<file path="config.mk">
export PLATFORM = sky130hd
export DESIGN_NAME = lsg_queue
export DESIGN_NICKNAME = d
export VERILOG_FILES = /design/src/lsg_pkg.sv /design/src/lsg_queue.sv
export SDC_FILE = /design/constraint.sdc
export NUM_CORES = 1
export LEC_CHECK = 0
export BUFFER_PORTS_ARGS = -buffer_cell sky130_fd_sc_hd__buf_2
export CORE_UTILIZATION = 53
export CTS_BUF_LIST = sky130_fd_sc_hd__clkbuf_8
export DETAILED_ROUTE_END_ITERATION = 10
export GPL_ROUTABILITY_DRIVEN = 0
export PLACE_DENSITY_LB_ADDON = 0.12
export SLEW_MARGIN = 20
export SYNTH_ARGS = -nofsm -noshare
export SYNTH_HDL_FRONTEND = slang
export SYNTH_SLANG_ARGS = --single-unit
</file>
<file path="constraint.sdc">
create_clock -name clk -period 2.45 [get_ports clk]
set_input_delay 0.3675 -clock clk [delete_from_list [all_inputs] [get_ports clk]]
set_output_delay 0.3675 -clock clk [all_outputs]
set_load 0.02 [all_outputs]
</file>
<file path="src/lsg_pkg.sv">
`timescale 1ns / 1ps
// ----------------------------------------------------------------------------
// lsg_pkg
// Shared constants and types of the grayscale LCD scan-out controller.
// ----------------------------------------------------------------------------
package lsg_pkg;

	localparam int PANEL_WIDTH  = 131;
	localparam int PANEL_HEIGHT = 64;
	localparam int PLANE_SIZE   = PANEL_WIDTH * PANEL_HEIGHT;
	localparam int IDX_W        = $clog2(PLANE_SIZE);
	localparam int ADDR_W       = 20;
	localparam int CNT_W        = $clog2((PANEL_WIDTH + 6) / 4 + 2);
	localparam int Q_DEPTH      = 4;
	localparam int Q_PTR_W      = $clog2(Q_DEPTH);

	localparam logic [ADDR_W-1:0] ROW_ADVANCE = 20'h00022;

	// configuration register indexes
	localparam logic [2:0] CFG_SCREEN_BASE = 3'd0;
	localparam logic [2:0] CFG_MENU_AREA   = 3'd1;
	localparam logic [2:0] CFG_STRIDE      = 3'd2;
	localparam logic [2:0] CFG_MAIN_HEIGHT = 3'd3;
	localparam logic [2:0] CFG_PIXEL_SHIFT = 3'd4;

	// command codes
	localparam logic CMD_TICK   = 1'b0;
	localparam logic CMD_NIBBLE = 1'b1;

	typedef struct packed {
		logic       command;
		logic       enable_display;
		logic [3:0] nibble_data;
	} item_t;

	typedef struct packed {
		logic [19:0] fetch_address;
		logic [5:0]  fetch_count;
		logic [5:0]  line_index;
		logic        menu_line;
		logic        frame_done;
		logic        pixel_valid;
		logic [7:0]  column;
		logic        pixel_lit;
		logic [1:0]  gray_level;
		logic        last;
	} result_t;

	// work entry from front to back
	typedef struct packed {
		result_t          res;
		logic [IDX_W-1:0] idx;
		logic             gray_en;
	} entry_t;

	// per-pixel history word
	typedef struct packed {
		logic [1:0] gray;
		logic       prev;
		logic       cur;
	} hist_t;

endpackage

</file>
<file path="src/lsg_queue.sv">
`timescale 1ns / 1ps
// ----------------------------------------------------------------------------
// lsg_queue
// Small work queue between the front and back parts.
// ----------------------------------------------------------------------------
module lsg_queue (
	input  logic            clk,
	input  logic            arst_n,
	input  logic            push,
	input  lsg_pkg::entry_t wdata,
	output logic            full,
	input  logic            pop,
	output lsg_pkg::entry_t rdata,
	output logic            empty
);
	import lsg_pkg::*;

	entry_t             buf_q [Q_DEPTH];
	logic [Q_PTR_W-1:0] wp_q, rp_q;
	logic [Q_PTR_W:0]   cnt_q;

	assign full  = (cnt_q == (Q_PTR_W + 1)'(Q_DEPTH));
	assign empty = (cnt_q == '0);
	assign rdata = buf_q[rp_q];

	// storage
	always_ff @(posedge clk) begin
		if (push)
			buf_q[wp_q] <= wdata;
	end

	// pointers and fill count
	always_ff @(posedge clk or negedge arst_n) begin
		if (!arst_n) begin
			wp_q  <= '0;
			rp_q  <= '0;
			cnt_q <= '0;
		end else begin
			if (push)
				wp_q <= wp_q + Q_PTR_W'(1);
			if (pop)
				rp_q <= rp_q + Q_PTR_W'(1);
			if (push && !pop)
				cnt_q <= cnt_q + (Q_PTR_W + 1)'(1);
			else if (pop && !push)
				cnt_q <= cnt_q - (Q_PTR_W + 1)'(1);
		end
	end

endmodule

</file>
Word-level counts from Yosys, hierarchy flattened
Memories as Yosys holds them, arrays and structs flattened. Cells that the tools add are included.

Memories kept: 1. Input bits: 66. Output and inout bits: 64. Logic and storage cells: 19. Memory bits (read-only): 0. Flip-flop bits (word level): 7. Bits in latches: 0. RAM bits: 248.

Divide/modulo/power cells: 0. Add/subtract/negate cells: 4. Shift-type cells: 0. Multipliers: 0. Equality and inequality tests: 1. $lt $le $gt $ge: 0. Bitwise logic cells: 0. Reductions and logical operators: 6. Mux-type cells: 4.

Memory list: buf_q (depth 4, width 62, read ports 1, clocked after memory_dff 0, write ports 1, RTL line lsg_queue.sv:18) `entry_t buf_q [Q_DEPTH];`.

Operators by type and width (number): $mux W3 (2); $add A2 B1 Y2 const B (2); $add A3 B1 Y3 const B (1); $eq A3 B3 Y1 const B (1); $logic_not A3 Y1 (1); $sub A3 B1 Y3 const B (1); $logic_and A1 B1 Y1 (2); $logic_not A1 Y1 (2); $mux W1 (2); $reduce_bool A2 Y1 (1).

Longest topological paths before layout
Gate-level depths: netlist of the first run.

Word-level depth: 4. Mapped depth: 7. Depth with buffers taken out: 7.

Worst setup path before layout of the first run
OpenSTA, ideal clock, no wires.

Kind: flip-flop to flip-flop. Start point: reg wp_q[0]. End point: mem buf_q[2][0] in the netlist's numbering (enable). Data arrival time: 2076 ps. Buffers on the path: 0. Library setup time: 426 ps. Path slack: -52 ps. Period minus slack after synthesis: 2502 ps. Cell stages (with the launch flop): 4. Data required time: 2024 ps. Cell sequence: dfrtp_1 -> inv_1 -> ha_1 -> and2_1.

RTL lines: from (decl) (RTL line lsg_queue.sv:19) `logic [Q_PTR_W-1:0] wp_q, rp_q;`; from (signal assigned) (RTL line lsg_queue.sv:40) `wp_q <= wp_q + Q_PTR_W'(1);`; to (decl) (RTL line lsg_queue.sv:18).

Straight into the memory's write port.

==> impl_metrics.json, run 1 <==
{
  "post_layout_nonfiller_instances": 782,
  "crit_path_end_kind": "output pin",
  "timing.final.max_slew_violations": 0,
  "max_freq_ghz": 0.421,
  "count_of_clock_tree_sinks": 255,
  "tritoncts": "yes",
  "fin_crit_ns": 2.38,
  "post-route-drc-count": 0,
  "syn_avg_cell_area_sq_um": 26.3,
  "cts-root-to-sink-buffers": 3,
  "post_syn_instances": 358,
  "post_synth_xor_area_fraction_pct": 0.558,
  "post_synth_num_cell_types": 19,
  "grt_setup_unrepaired": "true",
  "wire_per_inst_microns": 21.0,
  "maxCapViolations": 0,
  "crit_required_ns": 2.08,
  "chipHeight_microns": 135,
  "vdd_ir_drop_max_mv": 0.624,
  "layout-drive-gt1-share_pct": 46.3,
  "finalHoldViolCount": 0,
  "synthToLayoutAreaGrowth_pct": 18.1,
  "crit_path_max_fanout": 10,
  "static-leakage-power_nw": 3.93,
  "antenna_cells": 0,
  "worst-path-stages": 3,
  "status": "finished clean",
  "fp.dieArea_sq_um": 18300,
  "grt_pass1_wl_mm": 24.7,
  "timing.max_slew.rel_slack_pct": 77.1,
  "place.detailed.instances": 713,
  "postRouteWirelength_mm": 16.4,
  "sequential_to_total_area_share_from_yosys_stat_pct": 81.0,
  "die_x_microns": 135,
  "total_power_w": 0.0135,
  "fin_skew_ns": 0.0190,
  "power_density_over_the_cells_nw_per_um2": 1210,
  "detailed_place.area_sq_um": 10400,
  "floorplan.io_pins": 130,
  "initial_utilization_pct": 54.4,
  "cp-start-kind": "register",
  "postSynth.topFlopCell": "edfxtp_1",
  "h-tree-depth": 2,
  "grt_use_total_pct": 18.6,
  "critical_path.slowest_cell": "dfrtp_4",
  "timing.setup.tns_ns": 0,
  "synth_top_family_by_area": "multiplexers",
  "detailed_place_hpwl_mm": 10.1,
  "fillerInstances": 1200,
  "worst_slew_pin_slew_ns": 0.343,
  "largest_stage_delay_on_the_critical_path_ns": 0.58,
  "holdCritPathClass": "input pin to register",
  "clock_transition_at_path_regs_ns": 0.06,
  "yosys_register_bits": 255,
  "syn_warnings": 0,
  "post_synth_fa_ha_maj_area_fraction_pct": 0.877,
  "area_of_the_mapped_netlist_sq_um": 9420,
  "worstPathCellList": "buf_4, mux4_1, buf_2",
  "timing.final.setup_violations": 0,
  "worst-setup-path-type": "register to output pin",
  "post-route-cell-area_sq_um": 11100,
  "grt_pass1_vias": 4598,
  "routed-via-count": 4289,
  "synth-edff-count": 248,
  "path_buf_inv": 2,
  "clkLatencyLatePin_ns": 0.51,
  "cp.arrival_ns": 2.01,
  "drt_first_pass_iters": 4,
  "synth-simple-area-share_pct": 0.518,
  "r2r_depth": 4,
  "maximum_number_of_pins_on_one_net_before_global_route_repair": 37,
  "vias_per_cell": 5.48,
  "whs_path_depth": 1,
  "port-buffer-count": 129,
  "fp.coreArea_sq_um": 17300,
  "final_layout_net_count": 606,
  "synthArstFlopShare_pct": 2.75,
  "synth-compound-area-share_pct": 0.0532,
  "final_min_period_over_clock_period_pct": 97.0,
  "grt_remaining_overflow": 0,
  "muxShareOfSynthArea_pct": 15.1,
  "whs_ns": 0.0598,
  "mappedNetlistNets": 430,
  "cts.root.buffer_cell": "clkbuf_8",
  "drtIter0Drc": 298,
  "tritoncts.num_buffers": 40,
  "rows": 48,
  "crit_family": "flip-flops",
  "antenna_found_initial": 1,
  "drtAntennaViolNets": 0
}
==> cells by family (layout without fill, tap and decap cells) <==
group           after synthesis  in the layout
simple gates                  9              9
fa+ha+maj                     6              6
mux                          63             63
flops                       255            255
compound gates                1              1
buf+inv                      18            217
xor+xnor                      6              6
==> power breakdown <==
part / total [W] / switching [W] / internal (W)
registers: 0.00604 / 0.000327 / 0.00572
logic: 0.00441 / 0.00246 / 0.00195
clock network: 0.00301 / 0.00145 / 0.00156
==> area by class of cell <==
| class | count | area, sq um | share of cell area, % |
|---|---|---|---|
| clock buffers | 42 | 578 | 5.20 |
| clock inverters | 23 | 90.1 | 0.810 |
| inverters | 4 | 15.0 | 0.135 |
| multi-input cells | 85 | 1620 | 14.5 |
| flip-flops and latches | 255 | 7630 | 68.6 |
| well taps | 225 | 282 | 2.53 |
| repair buffers | 148 | 911 | 8.19 |
==> cells in the final DEF (no fill, tap or decap), types with 3 or more instances in the layout <==
cell type  instances
mux4_1             3
buf_2            127
clkinv_2           3
xor2_1             4
inv_1             19
clkinv_1           5
dfrtp_1            5
clkbuf_8          42
edfxtp_1         248
buf_4              9
and2_4             4
ha_1               5
buf_12             8
mux4_2            59
==> synthesized netlist by cell type, types with 2 or more instances <==
library cell,instances,share of area [%]
and2_1,4,0.27
xnor2_1,2,0.19
xor2_1,4,0.37
buf_2,7,0.37
dfrtp_1,7,1.9
nand2_1,2,0.080
mux4_1,4,1.1
inv_1,4,0.16
buf_12,6,1.3
edfxtp_1,248,79
ha_1,5,0.66
mux4_2,58,14
==> per-stage QoR <==
| step | setup slack, ns | utilization, % |
|---|---|---|
| 5_1_grt | -0.00217 | 64.3 |
| 3_3_place_gp | 0.393 | 60.2 |
| 6_report | 0.0736 | 64.3 |
| 4_1_cts | 0.00623 | 64.3 |
| 3_5_place_dp | 0.362 | 60.2 |
| 2_1_floorplan | 0.0318 | - |
==> what timing repair did <==
| action | 4_1_cts | 5_1_grt |
|---|---|---|
| resized for setup | 0 | 5 |
| endpoints found under the hold margin | 7 | 0 |
| pin swaps | 0 | 0 |
| endpoints found under the setup margin | 49 | 4 |
| setup buffers | 3 | 0 |
| hold buffers | 1 | 0 |
==> path summary, 6_finish.rpt <==
path	end	startpoint	slack, ns
max in group asynchronous	rp_q[0]	arst_n	2.00
worst min register to register	cnt_q[2]	cnt_q[2]	0.51
worst min-delay path	buf_q[2][40]	wdata[40]	0.06
worst max register to register	buf_q[2][18]	wp_q[0]	0.78
min in group asynchronous	rp_q[1]	arst_n	0.25
worst max-delay path	rdata[48]	rp_q[0]	0.07
==> sequential cells by signal, summed over array words and instances, names as in the netlist <==
register / flops
rp_q: 2
buf_q: 248
wp_q: 2
cnt_q: 3
==> metal layers <==
layer,vias up,GRT usage (%),wire length (microns)
met4,0,6.62,297
met3,31,4.86,1060
li1,1888,-,-
met5,-,0,0
met1,2245,23.7,6550
met2,125,31.0,8470
Power figures use the tool's default switching activity.
==> run 2, diff against run 1 <==
--- a/config.mk
+++ b/config.mk
@@ -10,7 +10,9 @@
 export CTS_BUF_LIST = sky130_fd_sc_hd__clkbuf_8
 export DETAILED_ROUTE_END_ITERATION = 10
 export GPL_ROUTABILITY_DRIVEN = 0
+export MAX_ROUTING_LAYER = met4
 export PLACE_DENSITY_LB_ADDON = 0.12
+export SKIP_LAST_GASP = 1
 export SLEW_MARGIN = 20
 export SYNTH_ARGS = -nofsm -noshare
 export SYNTH_HDL_FRONTEND = slang
==> constraint.sdc (replaced) <==
create_clock -name clk -period 3.02 [get_ports clk]
set_input_delay 0.453 -clock clk [delete_from_list [all_inputs] [get_ports clk]]
set_output_delay 0.453 -clock clk [all_outputs]
set_load 0.02 [all_outputs]
==> run 2 against run 1 <==
Effect of this change:
- worst hold slack improved by 0.081 ns
- die area is the same
- sequential share of layout area up 0.29 points
- design area down 0.42%
- critical path depth did not move
- first-iteration DRC count down 32%
- combinational power down 23%
- worst setup slack better by 0.28 ns
- count of clock-buffer cells in the layout down 1
- flip-flop and latch count did not move
==> impl_metrics.json, run 2 (same netlist as run 1, synthesis figures left out) <==
{
  "status": "finished clean",
  "cp-start-kind": "register",
  "largest_register": "buf_q",
  "h-tree-depth": 2,
  "commonest_cells_after_routing_fill_and_taps_aside": "edfxtp_1 (248), buf_2 (129), mux4_2 (58)",
  "timing.max_slew.rel_slack_pct": 62.9,
  "fin_skew_ns": 0.0137,
  "fin_util_pct": 64.0,
  "drt_first_pass_iters": 4,
  "rows": 48,
  "clkLatencyLatePin_ns": 0.52,
  "power_density_over_the_cells_nw_per_um2": 990,
  "cts-resized-gates": 0,
  "max_ffs_per_register": 248,
  "chipHeight_microns": 135,
  "antenna_found_initial": 1,
  "post-route-drc-count": 0,
  "layout_commonest_cell": "edfxtp_1",
  "worstPathCellList": "buf_12, mux4_1, buf_2",
  "timing.final.max_slew_violations": 0,
  "hp-start": "wdata[4]",
  "postRouteWirelength_mm": 16.3,
  "grt_remaining_overflow": 0,
  "detailed_place_hpwl_mm": 9.56,
  "finalHoldViolCount": 0,
  "cp.arrival_ns": 2.21,
  "grt_pass1_wl_mm": 25.1,
  "synthToLayoutAreaGrowth_pct": 17.6,
  "worst-setup-path-type": "register to output pin",
  "worst-r2r-setup-slack_ns": 1.23,
  "vias_per_cell": 5.44,
  "port-buffer-count": 129,
  "clock_transition_at_path_regs_ns": 0.07,
  "cts.root.buffer_cell": "clkbuf_8",
  "timing.rr.start": "wp_q[0]",
  "largest_stage_delay_on_the_critical_path_ns": 0.61,
  "layout-drive-gt1-share_pct": 45.5,
  "crit_path_max_fanout": 30,
  "maxCapViolations": 0,
  "p_int_w": 0.00751,
  "r2r_depth": 4,
  "timing.final.setup_violations": 0,
  "fillerInstances": 1193,
  "fin_crit_ns": 2.67,
  "initial_utilization_pct": 54.4,
  "whs_ns": 0.141,
  "crit_path_end_kind": "output pin",
  "fp.coreArea_sq_um": 17300,
  "maximum_number_of_pins_on_one_net_before_global_route_repair": 35,
  "vdd_ir_drop_max_mv": 0.579,
  "fp.dieArea_sq_um": 18300,
  "drtAntennaViolNets": 0,
  "grt_setup_unrepaired": "false",
  "max_freq_ghz": 0.375,
  "power.switching_w": 0.00345,
  "tritoncts.num_buffers": 40,
  "sw_frac_of_total_pct": 31.4,
  "die_x_microns": 135,
  "final_min_period_over_clock_period_pct": 88.2,
  "routed-via-count": 4230,
  "final_layout_net_count": 597,
  "holdCritPathClass": "input pin to register",
  "grt_use_total_pct": 19.5,
  "crit_required_ns": 2.57,
  "wire_per_inst_microns": 20.9,
  "timing.setup.tns_ns": 0,
  "worst_slew_pin_slew_ns": 0.557,
  "critical_path.slowest_cell": "mux4_1",
  "cts-root-to-sink-buffers": 3,
  "static-leakage-power_nw": 3.90,
  "share_of_power_burned_in_the_clock_network_pct": 24.1,
  "min_to": "buf_q[3][4]",
  "tritoncts": "yes",
  "sequentialPowerShare_pct": 44.9,
  "grt_pass1_vias": 4624,
  "whs_path_depth": 1,
  "floorplan.io_pins": 130,
  "largest_registers": "buf_q: 248 flops, cnt_q: 3 flops",
  "p_comb_share_pct": 31.0,
  "worst_r2r_endpoint": "buf_q[2][12]",
  "drtIter0Drc": 204,
  "count_of_clock_tree_sinks": 255
}
[run 2: cell count changes in the layout (fill, tap and decap cells not counted)]
cell | previous run | this run
buf_6 | 2 | 0
inv_1 | 19 | 18
buf_8 | 1 | 0
mux4_2 | 59 | 58
buf_12 | 8 | 6
clkinv_2 | 3 | 5
bufinv_16 | 0 | 2
mux4_1 | 3 | 4
clkinv_1 | 5 | 7
diode_2 | 0 | 1
buf_2 | 127 | 129
clkbuf_8 | 42 | 41
buf_4 | 9 | 3
[run 2: routing by layer]
metal  GRT usage, %  vias up  part of all wire (%)
met3           4.60       34                   5.4
met1           24.0     2195                    41
met4           7.30        0                   2.3
li1               -     1875                     -
met2           31.6      126                    51
met5              -        -                     0
[run 2: power by group through the flow]
stage | Combinational [W] | Clock [W] | Sequential, W
4_1_cts | 0.00348 | 0.00273 | 0.00494
3_5_place_dp | 0.00347 | 0 | 0.00501
6_report | 0.00340 | 0.00264 | 0.00492
2_1_floorplan | 0.00261 | 0 | 0.00484
5_1_grt | 0.00365 | 0.00286 | 0.00499
3_3_place_gp | 0.00345 | 0 | 0.00496
[run 2: final cells by class]
cell class                      instances  area, sq um  area share [%]
Sequential cell                       255         7630            68.9
Timing Repair Buffer                  139          798            7.21
Clock inverter                         28          164            1.48
Inverter                                4         15.0           0.136
Tap cell                              225          282            2.54
Antenna cell                            1         2.50          0.0226
Multi-Input combinational cell         85         1620            14.6
Clock buffer                           41          564            5.09
[run 2: worst max-delay path, delay by kind of cell, from the launching register on]
kind	cells	cell delay, ns
buffers and inverters	2	0.48
flip-flops	1	0.60
multiplexers	1	0.61
[run 2: worst max path at each step]
stage / startpoint / to / depth (start not counted)
floorplan: wp_q[0] / buf_q[2][0] / 3
global placement: rp_q[0] / rdata[58] / 3
detailed placement: rp_q[0] / rdata[58] / 3
CTS: rp_q[0] / rdata[58] / 3
global route: rp_q[0] / rdata[58] / 3
finish: rp_q[0] / rdata[58] / 3
[run 2: timing repair]
| action | CTS | global route |
|---|---|---|
| buffers inserted | 0 | 0 |
| endpoints found under the hold margin | 7 | 0 |
| hold buffers | 1 | 0 |
[run 2: through the flow]
step           total power, W  area (sq um)  instances  setup WS, ns
2_1_floorplan         0.00745          9420        358         0.518
3_5_place_dp          0.00848         10300        707         0.838
3_3_place_gp          0.00841         10300        707         0.845
4_1_cts                0.0111         11100        777         0.277
6_report               0.0110         11100        778         0.355
5_1_grt                0.0115         11100        778         0.217
