[src/lsg_pkg.sv]
`timescale 1ns / 1ps
// ----------------------------------------------------------------------------
// lsg_pkg
// Shared constants and types of the grayscale LCD scan-out controller.
// ----------------------------------------------------------------------------
package lsg_pkg;

	localparam int PANEL_WIDTH  = 131;
	localparam int PANEL_HEIGHT = 64;
	localparam int PLANE_SIZE   = PANEL_WIDTH * PANEL_HEIGHT;
	localparam int IDX_W        = $clog2(PLANE_SIZE);
	localparam int ADDR_W       = 20;
	localparam int CNT_W        = $clog2((PANEL_WIDTH + 6) / 4 + 2);
	localparam int Q_DEPTH      = 4;
	localparam int Q_PTR_W      = $clog2(Q_DEPTH);

	localparam logic [ADDR_W-1:0] ROW_ADVANCE = 20'h00022;

	// configuration register indexes
	localparam logic [2:0] CFG_SCREEN_BASE = 3'd0;
	localparam logic [2:0] CFG_MENU_AREA   = 3'd1;
	localparam logic [2:0] CFG_STRIDE      = 3'd2;
	localparam logic [2:0] CFG_MAIN_HEIGHT = 3'd3;
	localparam logic [2:0] CFG_PIXEL_SHIFT = 3'd4;

	// command codes
	localparam logic CMD_TICK   = 1'b0;
	localparam logic CMD_NIBBLE = 1'b1;

	typedef struct packed {
		logic       command;
		logic       enable_display;
		logic [3:0] nibble_data;
	} item_t;

	typedef struct packed {
		logic [19:0] fetch_address;
		logic [5:0]  fetch_count;
		logic [5:0]  line_index;
		logic        menu_line;
		logic        frame_done;
		logic        pixel_valid;
		logic [7:0]  column;
		logic        pixel_lit;
		logic [1:0]  gray_level;
		logic        last;
	} result_t;

	// work entry from front to back
	typedef struct packed {
		result_t          res;
		logic [IDX_W-1:0] idx;
		logic             gray_en;
	} entry_t;

	// per-pixel history word
	typedef struct packed {
		logic [1:0] gray;
		logic       prev;
		logic       cur;
	} hist_t;

endpackage

[src/lsg_front.sv]
`timescale 1ns / 1ps
// ----------------------------------------------------------------------------
// lsg_front
// Row sequencing, configuration registers and nibble to pixel expansion.
// ----------------------------------------------------------------------------
module lsg_front (
	input  logic                  clk,
	input  logic                  arst_n,
	input  logic                  accept,
	input  lsg_pkg::item_t        item,
	output logic                  busy,
	input  logic                  cfg_write,
	input  logic [2:0]            cfg_index,
	input  logic [19:0]           cfg_data,
	output logic                  q_push,
	output lsg_pkg::entry_t       q_data,
	input  logic                  q_full
);
	import lsg_pkg::*;

	logic [ADDR_W-1:0] screen_base_q, menu_area_q;
	logic [11:0]       stride_q;
	logic [5:0]        main_height_q;
	logic [2:0]        pixel_shift_q;

	logic [ADDR_W-1:0] scan_addr_q;
	logic [5:0]        row_q;
	logic              menu_q, doff_q, gray_on_q;
	logic [1:0]        fphase_q;
	logic [7:0]        col_q;
	logic [CNT_W-1:0]  ncnt_q, left_q;
	logic [5:0]        rowl_q;
	logic              menul_q, grayl_q, skipl_q;
	logic [1:0]        sbl_q;
	logic              busy_q;
	logic [3:0]        data_q;
	logic [1:0]        bit_q;

	logic              doff_n, menu_a, menu_n, skip, done, gray_on_n;
	logic [5:0]        row_a, row_n;
	logic [6:0]        row_inc;
	logic [ADDR_W-1:0] addr_a, next_addr;
	logic [2:0]        shift;
	logic [8:0]        cnt_sum;
	logic [CNT_W-1:0]  count;
	logic [1:0]        fphase_n;
	logic              is_tick, emit, pix_last;
	logic [IDX_W-1:0]  pix_idx;

	assign is_tick = (item.command == CMD_TICK);
	assign emit    = busy_q && !q_full;
	assign busy    = busy_q;

	// line tick evaluation
	always_comb begin
		doff_n = doff_q;
		row_a  = row_q;
		menu_a = menu_q;
		addr_a = scan_addr_q;
		if (!item.enable_display && !doff_q) begin
			doff_n = 1'b1;
			row_a  = '0;
		end else if (item.enable_display && doff_q) begin
			doff_n = 1'b0;
			row_a  = '0;
			menu_a = 1'b0;
			addr_a = screen_base_q;
		end
		shift   = menu_a ? 3'd0 : pixel_shift_q;
		skip    = shift[2];
		cnt_sum = 9'(shift[1:0]) + 9'(PANEL_WIDTH + 3);
		count   = CNT_W'(cnt_sum >> 2) + CNT_W'(skip);
		next_addr = addr_a + ROW_ADVANCE;
		if (!menu_a) begin
			next_addr = next_addr + {18'd0, pixel_shift_q[2], 1'b0}
				+ {{8{stride_q[11]}}, stride_q};
		end
		menu_n = menu_a;
		if (row_a == main_height_q) begin
			menu_n    = 1'b1;
			next_addr = menu_area_q;
		end
		row_inc  = 7'(row_a) + 7'd1;
		done     = (row_inc >= 7'(PANEL_HEIGHT));
		fphase_n = fphase_q;
		row_n    = row_inc[5:0];
		if (done) begin
			row_n     = '0;
			menu_n    = 1'b0;
			next_addr = screen_base_q;
			fphase_n  = (fphase_q >= 2'd2) ? 2'd0 : fphase_q + 2'd1;
		end
		gray_on_n = (fphase_n == 2'd0);
	end

	// pixel beat fields
	assign pix_last = (bit_q == 2'd3) || (col_q == 8'(PANEL_WIDTH - 1));
	assign pix_idx  = IDX_W'(col_q) + IDX_W'(rowl_q) * IDX_W'(PANEL_WIDTH);

	// queue entry
	always_comb begin
		q_data = '0;
		q_push = 1'b0;
		if (accept && is_tick) begin
			q_push = 1'b1;
			q_data.res.last = 1'b1;
			if (!doff_n) begin
				q_data.res.fetch_address = addr_a;
				q_data.res.fetch_count   = 6'(count);
				q_data.res.line_index    = row_a;
				q_data.res.menu_line     = menu_a;
				q_data.res.frame_done    = done;
			end
		end else if (emit) begin
			q_push = 1'b1;
			q_data.res.line_index  = rowl_q;
			q_data.res.menu_line   = menul_q;
			q_data.res.pixel_valid = 1'b1;
			q_data.res.column      = col_q;
			q_data.res.pixel_lit   = data_q[bit_q];
			q_data.res.last        = pix_last;
			q_data.idx             = pix_idx;
			q_data.gray_en         = grayl_q;
		end
	end

	// configuration registers
	always_ff @(posedge clk or negedge arst_n) begin
		if (!arst_n) begin
			screen_base_q <= '0;
			menu_area_q   <= '0;
			stride_q      <= '0;
			main_height_q <= 6'd63;
			pixel_shift_q <= '0;
		end else if (cfg_write) begin
			case (cfg_index)
				CFG_SCREEN_BASE: screen_base_q <= cfg_data;
				CFG_MENU_AREA:   menu_area_q   <= cfg_data;
				CFG_STRIDE:      stride_q      <= cfg_data[11:0];
				CFG_MAIN_HEIGHT: main_height_q <= cfg_data[5:0];
				CFG_PIXEL_SHIFT: pixel_shift_q <= cfg_data[2:0];
				default: ;
			endcase
		end
	end

	// row state and nibble expansion
	always_ff @(posedge clk or negedge arst_n) begin
		if (!arst_n) begin
			scan_addr_q <= '0;
			row_q       <= '0;
			menu_q      <= 1'b0;
			doff_q      <= 1'b0;
			gray_on_q   <= 1'b0;
			fphase_q    <= '0;
			col_q       <= '0;
			ncnt_q      <= '0;
			left_q      <= '0;
			rowl_q      <= '0;
			menul_q     <= 1'b0;
			grayl_q     <= 1'b0;
			skipl_q     <= 1'b0;
			sbl_q       <= '0;
			busy_q      <= 1'b0;
			data_q      <= '0;
			bit_q       <= '0;
		end else begin
			if (accept && is_tick) begin
				doff_q <= doff_n;
				if (doff_n) begin
					row_q  <= row_a;
					left_q <= '0;
				end else begin
					rowl_q      <= row_a;
					menul_q     <= menu_a;
					grayl_q     <= gray_on_q;
					skipl_q     <= skip;
					sbl_q       <= shift[1:0];
					col_q       <= '0;
					ncnt_q      <= '0;
					left_q      <= count;
					scan_addr_q <= next_addr;
					row_q       <= row_n;
					menu_q      <= menu_n;
					fphase_q    <= fphase_n;
					gray_on_q   <= gray_on_n;
				end
			end else if (accept && left_q != '0) begin
				ncnt_q <= ncnt_q + CNT_W'(1);
				left_q <= left_q - CNT_W'(1);
				if (!(skipl_q && ncnt_q == '0) && col_q < 8'(PANEL_WIDTH)) begin
					busy_q <= 1'b1;
					data_q <= item.nibble_data;
					bit_q  <= (ncnt_q == CNT_W'(skipl_q)) ? sbl_q : 2'd0;
				end
			end
			if (emit) begin
				col_q <= col_q + 8'd1;
				if (pix_last)
					busy_q <= 1'b0;
				else
					bit_q <= bit_q + 2'd1;
			end
		end
	end

endmodule

[config.mk]
export PLATFORM = sky130hd
export DESIGN_NAME = lsg_front
export DESIGN_NICKNAME = d
export VERILOG_FILES = /design/src/lsg_pkg.sv /design/src/lsg_front.sv
export SDC_FILE = /design/constraint.sdc
export NUM_CORES = 1
export LEC_CHECK = 0
export BUFFER_PORTS_ARGS = -buffer_cell sky130_fd_sc_hd__buf_2
export CORE_ASPECT_RATIO = 1.25
export CORE_MARGIN = 2
export CORE_UTILIZATION = 30
export DETAILED_ROUTE_END_ITERATION = 8
export GPL_ROUTABILITY_DRIVEN = 0
export PLACE_DENSITY_LB_ADDON = 0.08
export REMOVE_ABC_BUFFERS = 1
export SYNTH_ARGS = -nofsm -noshare
export SYNTH_HDL_FRONTEND = slang
export SYNTH_SLANG_ARGS = --single-unit
[constraint.sdc]
create_clock -name clk -period 4.05 [get_ports clk]
set_input_delay 0.6075 -clock clk [delete_from_list [all_inputs] [get_ports clk]]
set_output_delay 0.6075 -clock clk [all_outputs]
set_load 0.01 [all_outputs]
# Word-level counts from Yosys, hierarchy flattened
# Cells that the tools add are included.
dict set report totals {
  register_bits 130
  out_inout_bits 64
  inputBits 34
}
dict set report classes {
  order_cmp 4
  eq_ne 10
  bitwise 3
  n_reduce_logical 27
  multipliers 1
  muxes 52
  add_sub_neg 12
}
# cell count
set op_table {}
lappend op_table {{two-way mux 20 bit} 5}
lappend op_table {{two-way mux 6 bit} 10}
lappend op_table {{two-way mux 34 bit} 1}
lappend op_table {{two-way mux 26 bit} 1}
lappend op_table {{two-way mux 8 bit} 3}
lappend op_table {{adder 20 x 2 -> 20 bit} 1}
lappend op_table {{adder 20 bit} 1}
lappend op_table {{adder 20 x 6 -> 20 bit, second input constant} 1}
lappend op_table {{two-way mux 10 bit} 2}
lappend op_table {{two-way mux 1 bit} 16}
lappend op_table {{two-way mux 16 bit} 1}
lappend op_table {{two-way mux 2 bit} 8}
lappend op_table {{AND reduction 2 bit} 8}
lappend op_table {{two-way mux 15 bit} 1}
lappend op_table {{adder 8 x 14 -> 14 bit} 1}
lappend op_table {{multiplier 6 x 8 -> 14 bit, second input constant} 1}
lappend op_table {{two-way mux 7 bit} 2}
lappend op_table {{adder 2 x 8 -> 8 bit, second input constant} 1}
lappend op_table {{adder 8 x 1 -> 8 bit, second input constant} 1}
lappend op_table {{== test 8 bit, second input constant} 1}
lappend op_table {{< comparator 8 bit, second input constant} 1}
lappend op_table {{adder 6 x 1 -> 7 bit, second input constant} 1}
lappend op_table {{greater-or-equal comparator 7 bit, second input constant} 1}
lappend op_table {{logical AND 1 bit} 7}
lappend op_table {{25 further kinds} 33}

# Logic depth before layout (Yosys ltp)
dict set report logic_depth {
  word_depth 9
  ltp_mapped 22
  ltp_nobuf 18
}

# Worst setup path before layout
# No wires, ideal clock.
dict set report synth_timing {
  path_type {input -> register}
  from {input item[4] in the netlist's numbering}
  to {register scan_addr_q[17]}
  arrival_time_ps 4490
  slack_ps -568
  required_time_ps 3921
  stages 22
  setup_time_ps 129
  path_cell_list {buf_6 > and2_4 > buf_6 > buf_6 > buf_2 > mux2i_1 > inv_1 > ha_1 > a21oi_1 > nor2_1 > nand2_1 > xnor2_1 > ha_1 > ha_1 > inv_1 > o221ai_1 > a21oi_1 > o21ai_0 > or2_2 > xor2_1 > a221oi_1 > a21oi_1}
}
dict set report synth_between {
  elab_chain_len 9
  word_cells_on_any_way 22
  cone_classes {add/sub (4); order compare (1); eq/ne (1); mux (11); bitwise (1); reduce/logical (4)}
}
# item line_no
set synth_lines {}
lappend synth_lines {{start, declared} lsg_front.sv:10} ;# input lsg_pkg::item_t item,
lappend synth_lines {{logical AND 1 bit / logical NOT 1 bit (equally long branches)} {lsg_front.sv:63, lsg_front.sv:60}}
lappend synth_lines {{two-way mux 20 bit / logical AND 1 bit (equally long branches)} {lsg_front.sv:63, lsg_front.sv:60}}
lappend synth_lines {{two-way mux 20 bit} lsg_front.sv:60} ;# if (!item.enable_display && !doff_q) begin
lappend synth_lines {{adder 20 x 6 -> 20 bit} lsg_front.sv:73} ;# next_addr = addr_a + ROW_ADVANCE;
lappend synth_lines {{adder 20 x 2 -> 20 bit} lsg_front.sv:75} ;# next_addr = next_addr + {18'd0, pixel_shift_q[2], 1'b0}
lappend synth_lines {{adder 20 bit} lsg_front.sv:76} ;# + {{8{stride_q[11]}}, stride_q};
lappend synth_lines {{two-way mux 20 bit} lsg_front.sv:74} ;# if (!menu_a) begin
lappend synth_lines {{two-way mux 20 bit} lsg_front.sv:79} ;# if (row_a == main_height_q) begin
lappend synth_lines {{two-way mux 20 bit} lsg_front.sv:87} ;# if (done) begin
lappend synth_lines {{end signal, assigned} lsg_front.sv:182} ;# scan_addr_q <= next_addr;
lappend synth_lines {{end, declared} lsg_front.sv:26} ;# logic [ADDR_W-1:0] scan_addr_q;
# Parallel ways exist; a longest one is shown, timed or not.
# A chain may end at the register's enable or synchronous reset.

==> results.toml <==
[outcome]
status = "complete, but fails checks"
violations = "negative setup slack"

[drt]
vias_per_cell = 5.00
first_pass_iters = 4
vias = 7953
routedWlPerCell_um = 18.3
drc = 0
drt.antenna.violating_nets = 0
routed_wl_um = 29200
drtIter0Drc = 382

[setup_path]
path_cells = "ha_1 -> ha_1 -> inv_1 -> fa_1 -> inv_2 -> ha_4 -> nor2b_4 -> o21ai_2 -> a21boi_2 -> o21ai_2 -> a21oi_2 -> nor2_2 -> nor2b_2 -> o2111a_1 -> buf_2"
max_stage_delay_ns = 0.49
timing.rr.end = "scan_addr_q[17]"
reg2reg_from = "doff_q"
worstSetupPathType = "reg -> out"
cp_max_fo = 3
startpoint_type = "flop"
reg2regPathDepth = 16
end_kind = "primary output"
arrival_ns = 3.47
cp.required_ns = 3.44
critPathSlowestCell = "fa_1"
cp-startpoint = "rowl_q[3]"
rrSetupSlack_ns = 0.25
endpoint = "q_data[14]"

[global_routing]
grt_pass1_vias = 8147
grt_max_degree = 81
grt_util_all_layers = 0.189
grt_overflow = 0
antenna_found_initial = 1
grt_pass1_wl_um = 46100

[cells_and_area]
area_delta_synth_final_pct = 30.2
antennaDiodeCount = 0
layout_common_cells = "buf_4, dfrtp_1, nand2_1, buf_2, nor2_1"
layout_commonest_cell = "buf_4"
layout.nets = 1293
drive_gt1_frac = 0.344

[synth]
ys_ff_latch = 130
async_flop_share = 1.00
ys_types = 72
synth.top_cell.area_share = 0.343
syn_avg_cell_area_um2 = 9.21
netlist_area_um2 = 9040
synth_top_area_cell = "dfrtp_1"
synthFlopType = "dfrtp_1"
yosysSeqAreaShare = 0.360
synth-edff-count = 0
synth_warnings = 0
synthCells = 982
synthTopCellsByArea = "dfrtp_1, ha_1, mux2_2, nand2_1, o21ai_0"

[sta]
setup_viol = 1
relSlewSlack = 0.408
timing.final.crit_period_ns = 4.08
fin_crit_sh = 1.01
drv_slew = 0
setup_tns_ns = -0.0312
rsz0062_at_grt = "yes"
max_freq_mhz = 245
tightest_slew_ns = 0.887
fin_ws_ns = -0.0312
hold_violations = 0
fin_skew_ns = 0.00773

[die]
dieHeight_um = 198
core-area_um2 = 29800
num_rows = 71
die_w_um = 159
dieArea_um2 = 31600
initial_core_util = 0.303
pin_count = 98

[pwr]
leakage_nw = 5.52
p_per_area_nw_per_um2 = 655
ir_drop_mv = 0.319
power_mw = 7.71

[cts]
tritoncts = "done"
clockRootBuffer = "clkbuf_16"
clk_latency_ns = 0.43
cts.sinks = 130
holdBufCountCts = 0
htreeDepth = 4
cts.path.max_buffers = 2
path_clk_slew_ns = 0.06
cts-buffers-inserted = 17

[flow_run]
maxCapViolCount = 0

[placed_design]
post-dp-hpwl_um = 21300
io_buffers = 93

[min_path]
min_path_type = "in -> async"
-- per-stage QoR --
stage               cell area (um^2)  utilization  instances  worst slack (ns)  hold slack (ns)
floorplan                       8810            -        933            -0.178            0.312
global placement               10700        0.358       1542            -0.212            0.449
detailed placement             10700        0.358       1542            -0.282            0.454
CTS                            11500        0.386       1583           -0.0407            0.270
global route                   11800        0.395       1592            -0.187            0.292
finish                         11800        0.395       1592           -0.0312            0.236
-- per-layer routing --
layer  vias to the layer above  global-route usage  wire length (um)
li1                       3871                   -                 -
met1                      3910               0.225             12600
met2                       133               0.348             15100
met3                        37              0.0300               802
met4                         2              0.0620               701
met5                         -                   0                11
-- state kept, by name, summed over array words and instances, names as in the netlist, 2 cells and up --
| signal | cells |
|---|---|
| col_q | 8 |
| data_q | 4 |
| ncnt_q | 6 |
| sbl_q | 2 |
| scan_addr_q | 20 |
| row_q | 6 |
| pixel_shift_q | 3 |
| rowl_q | 6 |
| main_height_q | 6 |
| stride_q | 12 |
| bit_q | 2 |
| fphase_q | 2 |
| screen_base_q | 20 |
| left_q | 6 |
| menu_area_q | 20 |
-- cell usage after synthesis (4+ instances only) --
cell / n
nand4_1: 10
buf_2: 4
and3_1: 15
a221oi_1: 6
a22o_1: 13
nor2b_1: 12
dfstp_2: 6
xor2_1: 17
xnor2_1: 29
or2_2: 4
and2_1: 4
nand3_1: 26
mux2i_1: 16
a31oi_1: 9
dfrtp_1: 124
a211oi_1: 4
o21ai_1: 5
nor3_1: 25
o21a_1: 6
clkbuf_1: 38
mux2_2: 67
a22oi_1: 7
buf_4: 5
ha_1: 74
o211ai_1: 11
a21oi_1: 56
inv_1: 49
o21ai_0: 68
a21o_1: 4
nor4_1: 4
nand2b_1: 10
nand2_1: 102
nor2_1: 85
o22a_1: 4
fa_1: 7
or3_1: 6
-- worst min-delay path by stage --
stage | to | slack, ns | from
after floorplan | bit_q[0] | 0.31 | arst_n
after global placement | grayl_q | 0.45 | gray_on_q
after detailed placement | grayl_q | 0.45 | gray_on_q
after CTS | ncnt_q[5] | 0.27 | arst_n
after global routing | ncnt_q[5] | 0.29 | arst_n
final | ncnt_q[5] | 0.24 | arst_n
-- what timing repair did --
item | in CTS | in global routing
setup buffers | 9 | 9
pin swaps | 17 | 18
setup endpoints to repair | 6 | 17
gates resized for setup | 38 | 47
-- critical path, delay by kind of cell (launching register included) --
family,cells,cell delay (ns)
buffers and inverters,3,0.23
AND/OR/NAND/NOR,3,0.35
flip-flops,1,0.40
adder cells (fa/ha/maj),4,1.33
AO/OA/AOI/OAI,5,0.74
-- final cells by class --
type | instances | area, um^2
multi-input cells | 754 | 5750
clock buffers | 23 | 488
well taps | 401 | 502
inverters | 49 | 184
repair buffers | 226 | 1490
flip-flops and latches | 130 | 3260
clock inverters | 9 | 105
fillers | 3120 | 18100
-- cells by family (layout without fill, tap and decap cells) --
| group | count (synthesis) | count (layout) | share of synthesized area |
|---|---|---|---|
| simple gates | 318 | 318 | 0.169 |
| flops | 130 | 130 | 0.360 |
| other cells | 1 | 4 | 0.000415 |
| fa+ha+maj | 81 | 81 | 0.118 |
| mux | 84 | 84 | 0.104 |
| buf+inv | 101 | 307 | 0.0470 |
| compound gates | 219 | 219 | 0.152 |
| xor+xnor | 48 | 48 | 0.0488 |
-- where the power goes --
group | switching (mW) | total [mW] | internal, mW
sequential | 0.338 | 2.00 | 1.66
combinational | 2.07 | 4.13 | 2.06
clock | 0.606 | 1.58 | 0.969
total | 3.01 | 7.71 | 4.70
Note: power is estimated with default switching activity, not from simulation.
